`src/hdl/mau_pkg.sv`:
```
// Package with shared types and constants of the modular arithmetic unit.
package mau_pkg;

	localparam int unsigned VW = 31;
	localparam int unsigned EW = 63;
	localparam logic [VW-1:0] RESET_MODULUS = 31'd1000000007;

	typedef enum logic [2:0] {
		OP_ADD = 3'd0,
		OP_SUB = 3'd1,
		OP_MUL = 3'd2,
		OP_DIV = 3'd3,
		OP_INV = 3'd4,
		OP_POW = 3'd5
	} op_t;

	// Datapath commands.
	typedef enum logic [3:0] {
		CMD_NONE,
		CMD_LOAD,      // capture operands, start reduction of a
		CMD_RED_B,     // start reduction of b
		CMD_ADDSUB,    // add or subtract into result
		CMD_EU_INIT,   // load Euclid registers
		CMD_EU_DIV,    // start quotient division a / b
		CMD_EU_UPD,    // apply quotient
		CMD_EU_FIN,    // finish inverse
		CMD_MUL_RA,    // start mul res * base (or a * b)
		CMD_MUL_BB,    // start mul base * base
		CMD_POW_INIT,  // r = 1 % m
		CMD_ZERO       // result zero
	} cmd_e_t;

	typedef enum logic [3:0] {
		ST_IDLE, ST_RED_A, ST_RED_B, ST_DISPATCH, ST_EU_DIV, ST_EU_WAIT,
		ST_EU_UPD, ST_EU_FIN, ST_MUL_WAIT, ST_POW_LOOP, ST_POW_SQ,
		ST_OUT
	} state_t;

	typedef struct packed {
		cmd_e_t cmd;
		logic   inv_into_b; // divide: result of inverse replaces b
		logic   mul_sel_a;  // multiply a*b rather than r*base
	} ctrl_t;

	typedef struct packed {
		logic unit_busy;
		logic eu_b_zero;
		logic exp_zero;
		logic exp_lsb;
		logic mod_small;
	} stat_t;

endpackage

```
`src/hdl/mau_controller.sv`:
```
// Controller state machine sequencing the datapath through each operation.
module mau_controller (
	input  logic           clk,
	input  logic           arst_n,
	input  logic           in_valid,
	input  logic [2:0]     operation,
	output logic           in_ready,
	output logic           out_valid,
	input  logic           out_ready,
	input  mau_pkg::stat_t stat,
	output mau_pkg::ctrl_t ctrl
);
	import mau_pkg::*;

	state_t state_q, state_n;
	logic [2:0] op_q;
	logic inv_done_q; // divide: inverse of b is done
	state_t ret_q;    // state after a multiply completes
	state_t ret_n;

	always_ff @(posedge clk or negedge arst_n) begin
		if (!arst_n) begin
			state_q <= ST_IDLE;
			op_q <= '0;
			inv_done_q <= 1'b0;
			ret_q <= ST_OUT;
		end else begin
			state_q <= state_n;
			ret_q <= ret_n;
			if (state_q == ST_IDLE && in_valid) begin
				op_q <= operation;
				inv_done_q <= 1'b0;
			end
			if (ctrl.cmd == CMD_EU_FIN) inv_done_q <= 1'b1;
		end
	end

	// Next-state logic.
	always_comb begin
		state_n = state_q;
		ret_n = ret_q;
		case (state_q)
			ST_IDLE: if (in_valid) state_n = ST_RED_A;
			ST_RED_A: if (!stat.unit_busy) state_n = stat.mod_small ? ST_OUT : ST_RED_B;
			ST_RED_B: state_n = ST_DISPATCH;
			ST_DISPATCH: begin
				if (!stat.unit_busy) begin
					case (op_q)
						OP_ADD, OP_SUB: state_n = ST_OUT;
						OP_MUL: begin
							state_n = ST_MUL_WAIT;
							ret_n = ST_OUT;
						end
						OP_DIV: begin
							if (inv_done_q) begin
								state_n = ST_MUL_WAIT;
								ret_n = ST_OUT;
							end else begin
								state_n = ST_EU_DIV;
							end
						end
						OP_INV: state_n = ST_EU_DIV;
						OP_POW: state_n = ST_POW_LOOP;
						default: state_n = ST_OUT;
					endcase
				end
			end
			ST_EU_DIV: state_n = stat.eu_b_zero ? ST_EU_FIN : ST_EU_WAIT;
			ST_EU_WAIT: if (!stat.unit_busy) state_n = ST_EU_UPD;
			ST_EU_UPD: state_n = ST_EU_DIV;
			ST_EU_FIN: state_n = (op_q == OP_DIV) ? ST_DISPATCH : ST_OUT;
			ST_MUL_WAIT: if (!stat.unit_busy) state_n = ret_q;
			ST_POW_LOOP: begin
				if (stat.exp_zero) begin
					state_n = ST_OUT;
				end else if (stat.exp_lsb) begin
					state_n = ST_MUL_WAIT;
					ret_n = ST_POW_SQ;
				end else begin
					state_n = ST_POW_SQ;
				end
			end
			ST_POW_SQ: begin
				state_n = ST_MUL_WAIT;
				ret_n = ST_POW_LOOP;
			end
			ST_OUT: if (out_ready) state_n = ST_IDLE;
			default: state_n = ST_IDLE;
		endcase
	end

	// Command output logic.
	always_comb begin
		ctrl.cmd = CMD_NONE;
		ctrl.inv_into_b = (op_q == OP_DIV);
		ctrl.mul_sel_a = (op_q == OP_MUL) || (op_q == OP_DIV);
		case (state_q)
			ST_IDLE: if (in_valid) ctrl.cmd = CMD_LOAD;
			ST_RED_A: if (!stat.unit_busy && stat.mod_small) ctrl.cmd = CMD_ZERO;
			ST_RED_B: ctrl.cmd = CMD_RED_B;
			ST_DISPATCH: begin
				if (!stat.unit_busy) begin
					case (op_q)
						OP_ADD, OP_SUB: ctrl.cmd = CMD_ADDSUB;
						OP_MUL: ctrl.cmd = CMD_MUL_RA;
						OP_DIV: ctrl.cmd = inv_done_q ? CMD_MUL_RA : CMD_EU_INIT;
						OP_INV: ctrl.cmd = CMD_EU_INIT;
						OP_POW: ctrl.cmd = CMD_POW_INIT;
						default: ctrl.cmd = CMD_ZERO;
					endcase
				end
			end
			ST_EU_DIV: ctrl.cmd = stat.eu_b_zero ? CMD_NONE : CMD_EU_DIV;
			ST_EU_UPD: ctrl.cmd = CMD_EU_UPD;
			ST_EU_FIN: ctrl.cmd = CMD_EU_FIN;
			ST_POW_LOOP: begin
				if (!stat.exp_zero && stat.exp_lsb) begin
					ctrl.cmd = CMD_MUL_RA;
				end
			end
			ST_POW_SQ: ctrl.cmd = CMD_MUL_BB;
			default: ctrl.cmd = CMD_NONE;
		endcase
	end

	assign in_ready = (state_q == ST_IDLE);
	assign out_valid = (state_q == ST_OUT);
endmodule

```
`config.mk`:
```
export PLATFORM = sky130hd
export DESIGN_NAME = mau_controller
export DESIGN_NICKNAME = d
export VERILOG_FILES = /design/src/hdl/mau_pkg.sv /design/src/hdl/mau_controller.sv
export SDC_FILE = /design/constraint.sdc
export NUM_CORES = 1
export LEC_CHECK = 0
export ABC_AREA = 1
export BUFFER_PORTS_ARGS = -buffer_cell sky130_fd_sc_hd__buf_2
export CAP_MARGIN = 20
export CORE_UTILIZATION = 40
export CTS_BUF_LIST = sky130_fd_sc_hd__clkbuf_16
export DETAILED_ROUTE_END_ITERATION = 7
export GPL_TIMING_DRIVEN = 0
export SETUP_SLACK_MARGIN = 0.2
export SYNTH_ARGS = -nofsm -noshare
export SYNTH_HDL_FRONTEND = slang
export SYNTH_SLANG_ARGS = --single-unit
```
`constraint.sdc`:
```
create_clock -name clk -period 3 [get_ports clk]
set_input_delay 0.75 -clock clk [delete_from_list [all_inputs] [get_ports clk]]
set_output_delay 0.75 -clock clk [all_outputs]
set_load 0.005 [all_outputs]
```
==> summary.txt <==
=======================================================================
Result of the run                                          finished, final reports clean
CP Class                                                        reg2out
Post-CTS Hold Buffers                                                 0
Cell chosen for the clock root                             sky130_fd_sc_hd__clkbuf_16
Critical path fanouts, max                                            7
Vias post-DR                                                        963
Worst reg2reg path startpoint                                state_q[3]
Number of vias per cell after detailed routing                     4.89
Final setup fails                                                     0
Max-slew violation count                                              0
Net count reported at finish                                        183
Post-CTS repair timing setup buffer count                             0
Number of filler cells placed in the layout                         227
Global router's overall resource usage                            22.3%
Static leakage power                                           0.618 nW
End-of-flow core utilization                                      53.7%
Power per standard cell area                                1130 mW/mm²
First-pass iteration count of the detailed router                     4
Flip-flop and latch count after synthesis                            10
Final estimated routing congestion in global placement            0.916
CTS sink count                                                       10
CTS Buffer Depth                                                      2
Quantity of gates resized following cts                               0
Area Growth Syn to Fin                                            24.2%
Synth Warn #                                                          0
Share of cells above drive strength 1                             24.7%
Fin Setup TNS                                                      0 ns
Insertion delay to the later sink of the worst-skew pair        0.24 ns
IO Count                                                             20
Drc violations                                                        0
Wire length of the first global-routing pass                    3510 µm
Post-Syn Instances                                                  147
CP required                                                     2.25 ns
Final worst path period share                                     80.4%
# port buffers                                                       19
Setup clock skew after layout                                0.00229 ns
Cell count of the worst reg-to-reg path                               7
Post-synthesis net count                                            159
Rows                                                                 16
Die extent in y                                                 48.3 µm
Mean cell area of the mapped netlist                           5.83 µm²
Multi-input combinational cell area                             514 µm²
HPWL after DPL                                                  1860 µm
Cell variety after synth                                             20
Die Footprint                                               0.00233 mm²
Combined area of all synthesized cells                          857 µm²
Hold Violations, Final                                                0
Area occupied by registers                                      253 µm²
Total clock buffers created by CTS                                    3
Startpoint class of the critical path                         flip-flop
RSZ-0062 raised after global routing                                 no
Minimum period implied by the final worst setup slack           2.41 ns
WL/cell                                                         11.7 µm
Initial cell density of the core                                  43.2%
Die width                                                       48.3 µm
CP arrival                                                      1.66 ns
Initial antenna violation count                                       0
Clk pin slew, worst setup/hold paths                            0.04 ns
Reg2reg end                                                  state_q[1]
Reg-to-reg slack, setup                                         1.56 ns
CTS tree                                                            yes
DRT Wirelength                                                  2300 µm
Classification of the worst-slack hold path                    in2async
Vias in the first global route                                      799
Seq/Total Area, Yosys                                             29.5%
Rel. slew slack                                                   79.5%
Highest Clock Rate                                              414 MHz
Floorplan Core Area                                         0.00198 mm²
Pin count of the biggest net entering global routing                 11
Post-DRT Antenna Nets                                                 0
1st-iter DRT viols                                                   21
MaxCap Viol Count                                                     0
Total power draw                                                1.20 mW
Number of levels in the clock H-tree                                  1
Type of destination of the critical path                    output port
Diode insertion count for antenna repair                              0
Total grt overflow                                                    0
Worst-margin pin slew                                          0.306 ns
IR drop worst, VDD                                             0.641 mV
=======================================================================
==> state kept, by name (all words and copies together) (netlist names) <==
signal      flops
op_q            3
inv_done_q      1
ret_q           2
state_q         4
==> cells in the mapped netlist <==
library cell	instances	area [µm²]
sky130_fd_sc_hd__nand3_1	15	75.1
sky130_fd_sc_hd__inv_2	7	26.3
sky130_fd_sc_hd__nand2_1	58	218
sky130_fd_sc_hd__nor2_1	14	52.6
sky130_fd_sc_hd__nand2_2	1	6.26
sky130_fd_sc_hd__o21ai_1	3	15.0
sky130_fd_sc_hd__a21oi_1	1	5.00
sky130_fd_sc_hd__and3_1	1	6.26
sky130_fd_sc_hd__buf_4	1	7.51
sky130_fd_sc_hd__a21oi_2	1	8.76
sky130_fd_sc_hd__o22ai_1	1	6.26
sky130_fd_sc_hd__dfrtp_1	8	200
sky130_fd_sc_hd__o21ai_0	7	35.0
sky130_fd_sc_hd__nor3_1	1	5.00
sky130_fd_sc_hd__nor2_2	6	37.5
sky130_fd_sc_hd__dfstp_2	2	52.6
sky130_fd_sc_hd__inv_1	15	56.3
sky130_fd_sc_hd__nand3b_1	2	15.0
sky130_fd_sc_hd__nand3_2	2	20.0
sky130_fd_sc_hd__o2111ai_1	1	8.76
==> routing by layer <==
| layer | vias up | track usage (%) | part of all wire [%] |
|---|---|---|---|
| li1 | 504 | - | - |
| met5 | - | 0 | 0 |
| met2 | 17 | 39.5 | 50 |
| met1 | 438 | 27.1 | 46 |
| met3 | 4 | 5.93 | 2.6 |
| met4 | 0 | 4.44 | 1.2 |
==> through the flow <==
stage | hold slack [ns] | std cells | worst slack [ns] | area [µm²]
2_1_floorplan | 0.452 | 147 | 1.10 | 857
3_3_place_gp | 0.468 | 193 | 0.813 | 986
3_5_place_dp | 0.468 | 193 | 0.817 | 986
4_1_cts | 0.374 | 197 | 0.587 | 1060
5_1_grt | 0.391 | 197 | 0.445 | 1060
6_report | 0.363 | 197 | 0.587 | 1060
==> critical path, cell delays in order (launching register included) <==
cell and delay (ns):
sky130_fd_sc_hd__dfrtp_1 0.44, sky130_fd_sc_hd__nor2_2 0.31, sky130_fd_sc_hd__nand2_1 0.19, sky130_fd_sc_hd__nor2_1 0.19
sky130_fd_sc_hd__nand2_1 0.07, sky130_fd_sc_hd__o2111ai_1 0.08, sky130_fd_sc_hd__buf_2 0.14
==> worst max-delay path by stage <==
stage               start      end  cells after the start
4_1_cts        state_q[3]  ctrl[3]                      6
3_5_place_dp      stat[0]  ctrl[2]                      6
5_1_grt        state_q[3]  ctrl[3]                      6
6_report       state_q[3]  ctrl[3]                      6
2_1_floorplan     stat[0]  ctrl[2]                      4
3_3_place_gp      stat[0]  ctrl[2]                      6
==> logic make-up after synthesis <==
family                 count (synthesis)  share of synthesized area [%]
buffers and inverters                 23                           10.5
DFF                                   10                           29.5
AOI/OAI and AO/OA                     14                           9.20
and+or+nand+nor                      100                           50.8
==> placed cells by master (no fill, tap or decap), drive strengths merged <==
cell and instances:
nand3b 2, o21ai 10, buf 20, dfrtp 8, a21oi 2, nor2 20
nand2 59, nand3 17, o22ai 1, inv 22, nor3 1, o2111ai 1
clkinv 1, dfstp 2, clkbuf 3, and3 1
==> report_power, final <==
part,switching [mW],leakage (nW),internal [mW],total [mW]
logic,0.443,0.457,0.241,0.684
registers,0.0695,0.122,0.214,0.284
clock network,0.0602,0.0385,0.174,0.235
total,0.573,0.618,0.630,1.20
==> layout make-up <==
| cell class | count | area share, % |
|---|---|---|
| Multi-Input combinational cell | 114 | 48.3 |
| Clock inverter | 1 | 0.353 |
| Tap cell | 27 | 3.17 |
| Inverter | 22 | 7.76 |
| Sequential cell | 10 | 23.7 |
| Timing Repair Buffer | 19 | 8.93 |
| Buffer | 1 | 0.705 |
| Clock buffer | 3 | 7.05 |
Note: power is estimated with default switching activity, not from simulation.
